==> config.mk <==
export PLATFORM = sky130hd
export DESIGN_NAME = indexed_list_engine
export DESIGN_NICKNAME = d
export VERILOG_FILES = /design/src/rtl/ile_pkg.sv /design/src/rtl/ile_mem.sv /design/src/rtl/ile_ctrl.sv /design/src/rtl/indexed_list_engine.sv
export SDC_FILE = /design/constraint.sdc
export NUM_CORES = 1
export LEC_CHECK = 0
export ABC_AREA = 1
export BUFFER_PORTS_ARGS = -buffer_cell sky130_fd_sc_hd__buf_2
export CORE_UTILIZATION = 56
export DETAILED_ROUTE_END_ITERATION = 6
export PLACE_DENSITY = 0.76
export SLEW_MARGIN = 0
export SYNTH_ARGS = -nofsm -noshare
export SYNTH_HDL_FRONTEND = slang
export SYNTH_HIERARCHICAL = 1
export SYNTH_SLANG_ARGS = --single-unit
export TNS_END_PERCENT = 20
==> constraint.sdc <==
create_clock -name clk -period 4.3 [get_ports clk]
set_input_delay 0.645 -clock clk [delete_from_list [all_inputs] [get_ports clk]]
set_output_delay 0.645 -clock clk [all_outputs]
set_load 0.01 [all_outputs]
==> src/rtl/ile_pkg.sv <==
package ile_pkg;

	localparam int DEF_LIST_DEPTH = 16;
	localparam int DATA_W = 32;
	localparam int POS_W = 8;
	localparam int MODE_W = 2;
	localparam int STATUS_W = 3;
	localparam int LEN_W = 5;

	typedef enum logic [MODE_W-1:0] {
		MODE_PUSH = 2'd0,
		MODE_INSERT = 2'd1,
		MODE_DELETE = 2'd2,
		MODE_GET = 2'd3
	} mode_t;

	typedef enum logic [STATUS_W-1:0] {
		ST_OK = 3'd0,
		ST_FULL = 3'd1,
		ST_EMPTY = 3'd2,
		ST_RANGE = 3'd3,
		ST_HEAD = 3'd4
	} status_t;

	typedef enum logic [2:0] {
		S_IDLE,
		S_DECODE,
		S_MOVE_RD,
		S_MOVE_WR,
		S_FINAL_WR,
		S_GET_WAIT,
		S_DONE
	} state_t;

	// one access per cycle on the element store
	typedef struct packed {
		logic wr;
		logic rd;
	} mem_cmd_t;

endpackage

==> src/rtl/ile_mem.sv <==
module ile_mem #(
	parameter int DEPTH = ile_pkg::DEF_LIST_DEPTH,
	parameter int AW = $clog2(DEPTH)
) (
	input  logic                      clk,
	input  ile_pkg::mem_cmd_t         cmd,
	input  logic [AW-1:0]             addr,
	input  logic [ile_pkg::DATA_W-1:0] wdata,
	output logic [ile_pkg::DATA_W-1:0] rdata_q
);

	logic [ile_pkg::DATA_W-1:0] mem_q [DEPTH];

	always_ff @(posedge clk) begin
		if (cmd.wr) begin
			mem_q[addr] <= wdata;
		end
	end

	always_ff @(posedge clk) begin
		if (cmd.rd) begin
			rdata_q <= mem_q[addr];
		end
	end

endmodule

==> src/rtl/ile_ctrl.sv <==
module ile_ctrl #(
	parameter int DEPTH = ile_pkg::DEF_LIST_DEPTH,
	parameter int AW = $clog2(DEPTH),
	parameter int CW = $clog2(DEPTH + 1)
) (
	input  logic                       clk,
	input  logic                       arst_n,
	input  logic                       start,
	input  logic [ile_pkg::MODE_W-1:0]  mode,
	input  logic [ile_pkg::POS_W-1:0]   position,
	input  logic [ile_pkg::DATA_W-1:0]  item_value,
	output logic                       busy,
	output logic                       done,
	output logic [ile_pkg::DATA_W-1:0]  rd_value,
	output ile_pkg::status_t           st_value,
	output logic [CW-1:0]              count,
	output ile_pkg::mem_cmd_t          mem_cmd,
	output logic [AW-1:0]              mem_addr,
	output logic [ile_pkg::DATA_W-1:0]  mem_wdata,
	input  logic [ile_pkg::DATA_W-1:0]  mem_rdata
);

	localparam int XW = CW + ile_pkg::POS_W;

	ile_pkg::state_t state_q, state_d;
	ile_pkg::mode_t mode_q;
	logic [ile_pkg::POS_W-1:0] pos_q;
	logic [ile_pkg::DATA_W-1:0] val_q;
	logic [CW-1:0] n_q, n_d, n_inc, n_dec;
	logic [AW-1:0] k_q, k_d, k_adj, at_q, at_d, at_sel;
	logic [ile_pkg::DATA_W-1:0] rd_q, rd_d;
	ile_pkg::status_t st_q, st_d;
	logic [XW-1:0] n_x, pos_x, k_adj_x;

	assign n_inc = n_q + CW'(1);
	assign n_dec = n_q - CW'(1);
	assign n_x = XW'(n_q);
	assign pos_x = XW'(pos_q);
	// shared index unit: steps down for insert, up for delete
	assign k_adj = (mode_q == ile_pkg::MODE_INSERT) ? (k_q - AW'(1)) : (k_q + AW'(1));
	assign k_adj_x = XW'(k_adj);

	always_ff @(posedge clk or negedge arst_n) begin
		if (!arst_n) begin
			state_q <= ile_pkg::S_IDLE;
			n_q <= '0;
		end else begin
			state_q <= state_d;
			n_q <= n_d;
		end
	end

	always_ff @(posedge clk) begin
		if (state_q == ile_pkg::S_IDLE && start) begin
			mode_q <= ile_pkg::mode_t'(mode);
			pos_q <= position;
			val_q <= item_value;
		end
		k_q <= k_d;
		at_q <= at_d;
		rd_q <= rd_d;
		st_q <= st_d;
	end

	always_comb begin
		state_d = state_q;
		n_d = n_q;
		k_d = k_q;
		at_d = at_q;
		rd_d = rd_q;
		st_d = st_q;
		mem_cmd = '0;
		mem_addr = '0;
		mem_wdata = val_q;
		at_sel = (pos_q == '0 || pos_x > n_x) ? n_q[AW-1:0] : pos_q[AW-1:0];
		case (state_q)
			ile_pkg::S_IDLE: begin
				if (start) begin
					state_d = ile_pkg::S_DECODE;
				end
			end
			ile_pkg::S_DECODE: begin
				rd_d = '0;
				st_d = ile_pkg::ST_OK;
				state_d = ile_pkg::S_DONE;
				case (mode_q)
					ile_pkg::MODE_PUSH: begin
						if (n_x >= XW'(DEPTH)) begin
							st_d = ile_pkg::ST_FULL;
						end else begin
							mem_cmd.wr = 1'b1;
							mem_addr = n_q[AW-1:0];
							n_d = n_inc;
						end
					end
					ile_pkg::MODE_INSERT: begin
						if (n_q == '0) begin
							st_d = ile_pkg::ST_EMPTY;
						end else if (n_x >= XW'(DEPTH)) begin
							st_d = ile_pkg::ST_FULL;
						end else begin
							at_d = at_sel;
							k_d = n_q[AW-1:0];
							if (at_sel == n_q[AW-1:0]) begin
								mem_cmd.wr = 1'b1;
								mem_addr = at_sel;
								n_d = n_inc;
							end else begin
								state_d = ile_pkg::S_MOVE_RD;
							end
						end
					end
					ile_pkg::MODE_DELETE: begin
						if (pos_q == '0) begin
							st_d = ile_pkg::ST_HEAD;
						end else if (n_q == '0) begin
							st_d = ile_pkg::ST_EMPTY;
						end else if (pos_x >= n_x) begin
							st_d = ile_pkg::ST_RANGE;
						end else begin
							k_d = pos_q[AW-1:0];
							if (pos_x + XW'(1) < n_x) begin
								state_d = ile_pkg::S_MOVE_RD;
							end else begin
								n_d = n_dec;
							end
						end
					end
					ile_pkg::MODE_GET: begin
						if (n_q == '0) begin
							st_d = ile_pkg::ST_EMPTY;
						end else begin
							mem_cmd.rd = 1'b1;
							mem_addr = (pos_x >= n_x) ? n_dec[AW-1:0] : pos_q[AW-1:0];
							state_d = ile_pkg::S_GET_WAIT;
						end
					end
					default: begin
						st_d = ile_pkg::ST_OK;
					end
				endcase
			end
			ile_pkg::S_MOVE_RD: begin
				mem_cmd.rd = 1'b1;
				mem_addr = k_adj;
				state_d = ile_pkg::S_MOVE_WR;
			end
			ile_pkg::S_MOVE_WR: begin
				mem_cmd.wr = 1'b1;
				mem_addr = k_q;
				mem_wdata = mem_rdata;
				k_d = k_adj;
				if (mode_q == ile_pkg::MODE_INSERT) begin
					state_d = (k_adj == at_q) ? ile_pkg::S_FINAL_WR : ile_pkg::S_MOVE_RD;
				end else if (k_adj_x + XW'(1) < n_x) begin
					state_d = ile_pkg::S_MOVE_RD;
				end else begin
					n_d = n_dec;
					state_d = ile_pkg::S_DONE;
				end
			end
			ile_pkg::S_FINAL_WR: begin
				mem_cmd.wr = 1'b1;
				mem_addr = at_q;
				n_d = n_inc;
				state_d = ile_pkg::S_DONE;
			end
			ile_pkg::S_GET_WAIT: begin
				rd_d = mem_rdata;
				state_d = ile_pkg::S_DONE;
			end
			ile_pkg::S_DONE: begin
				state_d = ile_pkg::S_IDLE;
			end
			default: begin
				state_d = ile_pkg::S_IDLE;
			end
		endcase
	end

	assign busy = (state_q != ile_pkg::S_IDLE);
	assign done = (state_q == ile_pkg::S_DONE);
	assign rd_value = rd_q;
	assign st_value = st_q;
	assign count = n_q;

endmodule

==> src/rtl/indexed_list_engine.sv <==
// channel     | handshake              | payload
// ------------+------------------------+------------------------------------
// request     | start, busy            | mode, position, item_value
// result      | done (one-cycle pulse) | read_value, status, list_length
//
// a transaction is taken at an edge with start high and busy low; busy then
// stays high until the result has been shown for its single done cycle
// push, refused requests and appending inserts go from decode to done, get
// waits for the registered store read; an insert at 0 < p < length moves the
// elements from p up, a delete at p those above p down: each moved element
// costs one read and one write on the single store port
// arst_n clears the sequencer and the element count; store contents are not
// reset and are only read below the count
// the result side has no back pressure, so done is never stalled
module indexed_list_engine #(
	parameter int LIST_DEPTH = ile_pkg::DEF_LIST_DEPTH
) (
	input  logic                              clk,
	input  logic                              arst_n,
	input  logic                              start,
	output logic                              busy,
	input  logic [ile_pkg::MODE_W-1:0]         mode,
	input  logic [ile_pkg::POS_W-1:0]          position,
	input  logic signed [ile_pkg::DATA_W-1:0]  item_value,
	output logic                              done,
	output logic signed [ile_pkg::DATA_W-1:0]  read_value,
	output logic [ile_pkg::STATUS_W-1:0]       status,
	output logic [ile_pkg::LEN_W-1:0]          list_length
);

	// address and count widths follow the list capacity
	localparam int AW = $clog2(LIST_DEPTH);
	localparam int CW = $clog2(LIST_DEPTH + 1);

	ile_pkg::mem_cmd_t mem_cmd;
	logic [AW-1:0] mem_addr;
	logic [ile_pkg::DATA_W-1:0] mem_wdata, mem_rdata;
	logic [ile_pkg::DATA_W-1:0] rd_value;
	ile_pkg::status_t st_value;
	logic [CW-1:0] count;

	// sequencer: decodes the request and walks the shift one element at a time
	ile_ctrl #(
		.DEPTH(LIST_DEPTH),
		.AW(AW),
		.CW(CW)
	) u_ctrl (
		.clk(clk),
		.arst_n(arst_n),
		.start(start),
		.mode(mode),
		.position(position),
		.item_value(item_value),
		.busy(busy),
		.done(done),
		.rd_value(rd_value),
		.st_value(st_value),
		.count(count),
		.mem_cmd(mem_cmd),
		.mem_addr(mem_addr),
		.mem_wdata(mem_wdata),
		.mem_rdata(mem_rdata)
	);

	// element store, one port, registered read
	ile_mem #(
		.DEPTH(LIST_DEPTH),
		.AW(AW)
	) u_mem (
		.clk(clk),
		.cmd(mem_cmd),
		.addr(mem_addr),
		.wdata(mem_wdata),
		.rdata_q(mem_rdata)
	);

	assign read_value = rd_value;
	assign status = st_value;
	// length is reported in its low bits
	assign list_length = ile_pkg::LEN_W'(count);

`ifndef SYNTHESIS
	a_accept_busy: assert property (@(posedge clk) disable iff (!arst_n)
		start && !busy |=> busy)
		else $error("busy not raised after accepted transaction");

	a_done_then_idle: assert property (@(posedge clk) disable iff (!arst_n)
		done |=> !busy && !done)
		else $error("sequencer did not return to idle after result");

	a_count_bound: assert property (@(posedge clk) disable iff (!arst_n)
		count <= CW'(LIST_DEPTH))
		else $error("element count beyond capacity");

	a_no_store_access_idle: assert property (@(posedge clk) disable iff (!arst_n)
		!busy |-> !mem_cmd.wr && !mem_cmd.rd)
		else $error("store accessed while idle");
`endif

endmodule

==> impl_metrics.env, run 1 <==
export IMPL_status="completed"
export IMPL_period_share_pct=93.1
export IMPL_postRouteWirelength_mm=64.6
export IMPL_grt_use_total_pct=26.4
export IMPL_synth_enable_flop_cells=629
export IMPL_dp_cells=3396
export IMPL_vias_in_the_first_global_route=18400
export IMPL_yosys_register_bits=637
export IMPL_arrival_ns=4.45
export IMPL_yosysMostFrequentCell="sky130_fd_sc_hd__nand2_1"
export IMPL_synthDistinctLibCells=47
export IMPL_post_synthesis_to_final_layout_area_growth_pct=13.4
export IMPL_netlist_top_cells_area="sky130_fd_sc_hd__edfxtp_1 68%, sky130_fd_sc_hd__nand2_1 20%, sky130_fd_sc_hd__inv_1 1.9%"
export IMPL_floorplan_die_height_microns=224
export IMPL_cts_htree_levels=3
export IMPL_critPathCapture="u_mem/rdata_q[17]"
export IMPL_route_detailed_wl_per_inst_microns=18.4
export IMPL_cts_path_max_buffers=3
export IMPL_hold_viol=0
export IMPL_endpoint_of_the_lowest_slack_register_to_register_path="u_mem/rdata_q[17]"
export IMPL_grt_pass1_wl_mm=101
export IMPL_final_weighted_congestion_in_routability_driven_placement=0.912
export IMPL_drt_pre_antenna_iters=6
export IMPL_post_dp_hpwl_mm=35.0
export IMPL_drt_first_iter_violations=1975
export IMPL_worst_hold_path_num_cells=1
export IMPL_placement_rows=81
export IMPL_antenna_found_initial=1
export IMPL_fraction_of_layout_cells_with_a_size_suffix_above_1_pct=11.5
export IMPL_tightestPinTransition_ns=1.16
export IMPL_overall_power_consumption_mw=25.0
export IMPL_critPathMaxStageDelay_ns=0.47
export IMPL_timing_setup_tns_ns=0
export IMPL_fin_nets=2870
export IMPL_critical_path_top_cell_by_count="sky130_fd_sc_hd__nand2_1"
export IMPL_drc=0
export IMPL_floorplan_die_area_sq_um=50400
export IMPL_portion_of_the_post_synthesis_area_used_by_sequential_elements_pct=68.9
export IMPL_final_critical_path_setup_slack_ns=0.298
export IMPL_synth_top_cell_by_area="sky130_fd_sc_hd__edfxtp_1"
export IMPL_r2r_start="u_ctrl/count[1]"
export IMPL_fill_cells=3645
export IMPL_finalWorstPathRequiredPeriod_ns=4.00
export IMPL_max_clock_freq_mhz=250
export IMPL_cts_root_buffer="sky130_fd_sc_hd__clkbuf_16"
export IMPL_cp_start_kind="flop"
export IMPL_placeableCoreArea_sq_um=48800
export IMPL_place_worst_setup_slack_ns=0.280
export IMPL_total_leakage_power_nw=13.3
export IMPL_synth_warning_count=6
export IMPL_power_density_nw_per_um2=795
export IMPL_synthDominantCellAreaShare_pct=68.2
export IMPL_min_delay_path_class="input port to flop"
export IMPL_die_width_microns=224
export IMPL_ioPinCount=87
export IMPL_maxCapViolCount=0
export IMPL_cts_bufs_inserted=67
export IMPL_ir_drop_v=0.000774
export IMPL_cts_tree="done"
export IMPL_async_flop_share_pct=1.26
export IMPL_antenna_diode_count=0
export IMPL_route_vias_total=18800
export IMPL_vias_per_cell=5.35
export IMPL_finalMaxSlewViolations=0
export IMPL_finish_cell_count_without_fillers=3515
export IMPL_grt_setup_unrepaired="false"
export IMPL_category_of_the_worst_setup_path_capture_point="flop"
export IMPL_finalClockSkew_ns=0.0192
export IMPL_worstSetupStartpoint="u_ctrl/count[1]"
export IMPL_buffer_ports_inserted=86
export IMPL_detail_route_antenna_nets=0
export IMPL_path_max_fanout=87
export IMPL_syn_avg_cell_area_sq_um=10.4
export IMPL_clock_latency_ns=0.59
export IMPL_criticalPathCategory="flop to flop"
export IMPL_grt_overflow_total=0
export IMPL_yosys_top_cells_count="1499 x sky130_fd_sc_hd__nand2_1, 629 x sky130_fd_sc_hd__edfxtp_1, 139 x sky130_fd_sc_hd__inv_1"
export IMPL_relSlewSlack_pct=21.8
export IMPL_post_synth_instance_area_sq_um=27700
export IMPL_postSynthCellCount=2670
export IMPL_ff2ff_setup_slack_ns=0.30
export IMPL_maximum_number_of_pins_on_one_net_before_global_route_repair=128
export IMPL_start_util_pct=56.7
export IMPL_utilization_pct=64.3
export IMPL_synth_flop_cell="sky130_fd_sc_hd__edfxtp_1"
export IMPL_worst_ep_required_time_ns=4.74
export IMPL_worst_setup_hold_path_clk_slew_ns=0.06
export IMPL_ff2ff_path_depth=26
export IMPL_cts_sinks=637
export IMPL_number_of_nets_in_the_synthesized_netlist=2738
export IMPL_report_final_setup_viol=0
export IMPL_worst_path_max_delay_cell="sky130_fd_sc_hd__dfrtp_1"
[what timing repair did]
action,in CTS,in global routing
hold endpoints to repair,8,0
buffers inserted,0,0
endpoints found under the setup margin,0,6
hold buffers,1,0
resized for setup,0,1
[power breakdown]
part           total (mW)  switching, mW  internal (mW)
Combinational        10.8           7.76           3.00
Sequential           8.78          0.242           8.54
Clock                5.42           2.29           3.13
[layout make-up]
| cell class | instances | area (sq um) | area share (%) |
|---|---|---|---|
| Multi-Input combinational cell | 1769 | 7460 | 23.8 |
| Tap cell | 664 | 831 | 2.65 |
| Timing Repair Buffer | 176 | 1390 | 4.42 |
| Clock inverter | 36 | 282 | 0.897 |
| Inverter | 151 | 577 | 1.84 |
| Sequential cell | 637 | 19100 | 60.8 |
| Clock buffer | 82 | 1780 | 5.65 |
[layout by cell type, fill, tap and decap left out, types with 9 or more instances in the layout]
| master | n |
|---|---|
| sky130_fd_sc_hd__a21oi_1 | 14 |
| sky130_fd_sc_hd__buf_12 | 22 |
| sky130_fd_sc_hd__buf_2 | 86 |
| sky130_fd_sc_hd__buf_4 | 66 |
| sky130_fd_sc_hd__clkbuf_1 | 13 |
| sky130_fd_sc_hd__clkbuf_16 | 69 |
| sky130_fd_sc_hd__clkinv_1 | 20 |
| sky130_fd_sc_hd__edfxtp_1 | 629 |
| sky130_fd_sc_hd__ha_1 | 22 |
| sky130_fd_sc_hd__inv_1 | 138 |
| sky130_fd_sc_hd__inv_2 | 9 |
| sky130_fd_sc_hd__nand2_1 | 1495 |
| sky130_fd_sc_hd__nand3_1 | 23 |
| sky130_fd_sc_hd__nand4_1 | 12 |
| sky130_fd_sc_hd__nor2_1 | 61 |
| sky130_fd_sc_hd__nor2_4 | 23 |
| sky130_fd_sc_hd__o21ai_0 | 42 |
| sky130_fd_sc_hd__o21ai_1 | 11 |
| sky130_fd_sc_hd__xor2_1 | 12 |
[state kept, by name, summed over array words and instances (netlist names), 4 cells and up]
name,flops
u_mem/mem_q,512
u_ctrl/val_q,32
u_ctrl/rd_value,32
u_ctrl/count,5
u_ctrl/pos_q,8
u_ctrl/at_q,4
u_mem/rdata_q,32
u_ctrl/k_q,4
[worst min path at each step]
stage                        startpoint           endpoint
after floorplan                  arst_n    u_ctrl/count[0]
after global placement           arst_n  u_ctrl/state_q[0]
after detailed placement         arst_n  u_ctrl/state_q[1]
after CTS                 item_value[1]    u_ctrl/val_q[1]
after global routing      item_value[1]    u_ctrl/val_q[1]
final                     item_value[4]    u_ctrl/val_q[4]
[through the flow]
stage          hold WS (ns)  cell area [sq um]
6_report              0.223              31400
5_1_grt               0.197              31400
4_1_cts               0.193              31400
3_5_place_dp          0.523              29300
3_3_place_gp          0.518              29300
2_1_floorplan         0.349              27700
[layer usage]
metal  vias to the layer above  global-route usage [%]  routed length, microns
met5                         -                       0                       0
met4                         0                    9.87                    2070
met3                       165                    4.19                    5360
met2                       857                    44.4                   31300
met1                      8872                    34.8                   25900
li1                       8915                       -                       -
[kinds of logic (layout without fill, tap and decap cells)]
family,Yosys count,count (layout),synth area share (%)
and+or+nand+nor,1646,1646,23.0
DFF,637,637,68.9
buffers and inverters,264,445,4.77
AOI/OAI and AO/OA,85,85,1.73
adders and majority gates,23,23,1.07
xor gates and xnor gates,15,15,0.501
[critical path: cells and delay by family, from the launching register on]
family,cells,cell delay (ns)
flops,1,0.47
fa+ha+maj,1,0.35
buf+inv,4,0.95
simple gates,21,1.99
No activity file was read; power rests on OpenSTA's default activity.
==> run 2, diff against run 1 <==
--- a/config.mk
+++ b/config.mk
@@ -7,9 +7,8 @@
 export LEC_CHECK = 0
 export ABC_AREA = 1
 export BUFFER_PORTS_ARGS = -buffer_cell sky130_fd_sc_hd__buf_2
-export CORE_UTILIZATION = 56
+export CORE_UTILIZATION = 45
 export DETAILED_ROUTE_END_ITERATION = 6
-export PLACE_DENSITY = 0.76
 export SLEW_MARGIN = 0
 export SYNTH_ARGS = -nofsm -noshare
 export SYNTH_HDL_FRONTEND = slang
==> run 2 against run 1 <==
- die area grew 24%
- largest power group unchanged
- clock skew up 0.0051 ns
- global-route usage fell by 4.8 points
==> impl_metrics.env, run 2 (synthesis gave the netlist of run 1 again) <==
export IMPL_category_of_the_worst_setup_path_capture_point="flop"
export IMPL_registers_top_by_ff_count="u_mem/mem_q"
export IMPL_floorplan_die_height_microns=250
export IMPL_status="completed"
export IMPL_cp_start_kind="flop"
export IMPL_period_share_pct=91.3
export IMPL_cts_path_max_buffers=3
export IMPL_finalMaxSlewViolations=0
export IMPL_relSlewSlack_pct=28.4
export IMPL_cts_bufs_inserted=67
export IMPL_worst_path_max_delay_cell="sky130_fd_sc_hd__edfxtp_1"
export IMPL_hold_viol=0
export IMPL_tightestPinTransition_ns=1.07
export IMPL_cts_root_buffer="sky130_fd_sc_hd__clkbuf_16"
export IMPL_ir_drop_v=0.000899
export IMPL_finalClockSkew_ns=0.0243
export IMPL_clock_latency_ns=0.60
export IMPL_critPathMaxStageDelay_ns=0.56
export IMPL_worst_hold_slack_ns=0.228
export IMPL_netSwitchingFraction_pct=41.4
export IMPL_netSwitchingPower_mw=10.3
export IMPL_comb_power_share_pct=42.9
export IMPL_antenna_found_initial=0
export IMPL_endpoint_of_the_lowest_slack_register_to_register_path="u_mem/mem_q[0][3]"
export IMPL_critical_path_top_cell_by_count="sky130_fd_sc_hd__nand2_1"
export IMPL_cts_sinks=637
export IMPL_ff2ff_path_depth=18
export IMPL_post_dp_hpwl_mm=38.0
export IMPL_ff2ff_setup_slack_ns=0.37
export IMPL_hold_path_startpoint="item_value[18]"
export IMPL_post_synthesis_to_final_layout_area_growth_pct=13.5
export IMPL_cts_repair_resized=0
export IMPL_vias_in_the_first_global_route=17900
export IMPL_finalWorstPathRequiredPeriod_ns=3.93
export IMPL_mostFrequentLayoutCells="1495 x sky130_fd_sc_hd__nand2_1, 629 x sky130_fd_sc_hd__edfxtp_1, 138 x sky130_fd_sc_hd__inv_1"
export IMPL_maxCapViolCount=0
export IMPL_start_util_pct=45.7
export IMPL_final_weighted_congestion_in_routability_driven_placement=0.909
export IMPL_path_max_fanout=27
export IMPL_placement_rows=90
export IMPL_fraction_of_layout_cells_with_a_size_suffix_above_1_pct=11.7
export IMPL_route_detailed_wl_per_inst_microns=18.4
export IMPL_vias_per_cell=5.05
export IMPL_worst_ep_required_time_ns=4.54
export IMPL_total_leakage_power_nw=13.3
export IMPL_cp_cell_sequence="ha_1 > nand2_1 > nor2_1 > nand4_2 > inv_1 > nor2_1 > inv_1 > nor2_2 > nand2_1 > o21ai_0 > a21oi_1 > nand2_1 > nand2_1 > nand2_4 > inv_4 > nand3_1 > nor2_4 > buf_4"
export IMPL_grt_setup_unrepaired="false"
export IMPL_placeableCoreArea_sq_um=60600
export IMPL_buffer_ports_inserted=86
export IMPL_fill_cells=5349
export IMPL_layout_cells_most_common="sky130_fd_sc_hd__nand2_1"
export IMPL_grt_overflow_total=0
export IMPL_overall_power_consumption_mw=25.0
export IMPL_drt_pre_antenna_iters=6
export IMPL_postCtsSetupRepairBufs=0
export IMPL_internal_power_mw=14.7
export IMPL_largest_register_ff_count=512
export IMPL_detail_route_antenna_nets=0
export IMPL_ioPinCount=87
export IMPL_min_delay_path_class="input port to flop"
export IMPL_die_width_microns=250
export IMPL_max_clock_freq_mhz=255
export IMPL_drt_first_iter_violations=1560
export IMPL_grt_use_total_pct=21.6
export IMPL_arrival_ns=4.17
export IMPL_floorplan_die_area_sq_um=62600
export IMPL_route_vias_total=18400
export IMPL_criticalPathCategory="flop to flop"
export IMPL_worst_hold_path_num_cells=1
export IMPL_drc=0
export IMPL_cts_htree_levels=3
export IMPL_r2r_start="u_ctrl/pos_q[2]"
export IMPL_hold_path_endpoint="u_ctrl/val_q[18]"
export IMPL_power_frac_seq_pct=35.2
export IMPL_grt_pass1_wl_mm=103
export IMPL_report_final_setup_viol=0
export IMPL_fin_nets=2874
export IMPL_worst_setup_hold_path_clk_slew_ns=0.06
export IMPL_antenna_diode_count=0
export IMPL_power_density_nw_per_um2=795
export IMPL_postRouteWirelength_mm=67.0
export IMPL_utilization_pct=51.9
export IMPL_cts_tree="done"
export IMPL_clkPwrFrac_pct=21.9
export IMPL_maximum_number_of_pins_on_one_net_before_global_route_repair=129
run 2: changes by cell type in the layout (fill, tap and decap cells not counted), sizes merged:
cell      before  now
clkbuf        82   88
buf          175  179
clkinv        30   26
clkinvlp       2    1
inv          152  151
run 2: cell type report:
cell class                 instances  area (sq um)  area share [%]
clock inverter                    30           216           0.688
timing repair buffer             180          1290            4.10
clock buffer                      88          1840            5.85
sequential                       637         19100            60.7
tap                              782           978            3.11
multi-input combinational       1769          7460            23.7
inverter                         151           577            1.83
run 2: routing by layer:
metal / vias to the layer above / part of all wire [%] / wire length, microns / track usage [%]
met2: 551 / 47 / 31700 / 35.4
met1: 8783 / 45 / 30200 / 30.0
met3: 100 / 5.3 / 3580 / 2.76
li1: 8931 / - / - / -
met4: 0 / 2.2 / 1440 / 6.73
met5: - / 0 / 0 / 0
run 2: power by group through the flow:
stage,clock network (mW),logic [mW],registers [mW]
final,5.49,10.7,8.79
after CTS,5.61,10.8,8.80
after detailed placement,0,10.7,8.92
after global placement,0,10.6,8.90
after floorplan,0,7.49,8.96
after global routing,5.82,12.1,8.86
run 2: worst max-delay path: cells and delay by family (launching register included):
family          cells  cell delay [ns]
simple gates       11             1.50
buf+inv             4             0.89
flops               1             0.56
fa+ha+maj           1             0.36
compound gates      2             0.25
run 2: what timing repair did:
action | CTS | global route
hold buffers | 1 | 0
endpoints found under the setup margin | 0 | 0
endpoints found under the hold margin | 8 | 0
run 2: worst max-delay path by stage:
stage / from / slack (ns) / end / cells after the start
final: u_ctrl/pos_q[2] / 0.37 / u_mem/mem_q[0][3] / 18
after global placement: u_ctrl/pos_q[2] / 0.48 / u_mem/mem_q[6][13] / 16
after global routing: u_ctrl/count[1] / 0.05 / u_mem/mem_q[6][13] / 17
after CTS: u_ctrl/pos_q[3] / 0.40 / u_mem/mem_q[0][3] / 18
after floorplan: u_ctrl/count[3] / -0.16 / u_mem/mem_q[5][0] / 22
after detailed placement: u_ctrl/pos_q[2] / 0.42 / u_mem/mem_q[0][8] / 18
run 2: metrics by stage:
step	setup TNS (ns)	instances	worst slack, ns	cell area (sq um)
2_1_floorplan	-66.12	2670	-0.164	27700
3_3_place_gp	0	3518	0.484	29400
3_5_place_dp	0	3518	0.417	29400
4_1_cts	0	3637	0.399	31500
5_1_grt	0	3637	0.0488	31500
6_report	0	3637	0.373	31500
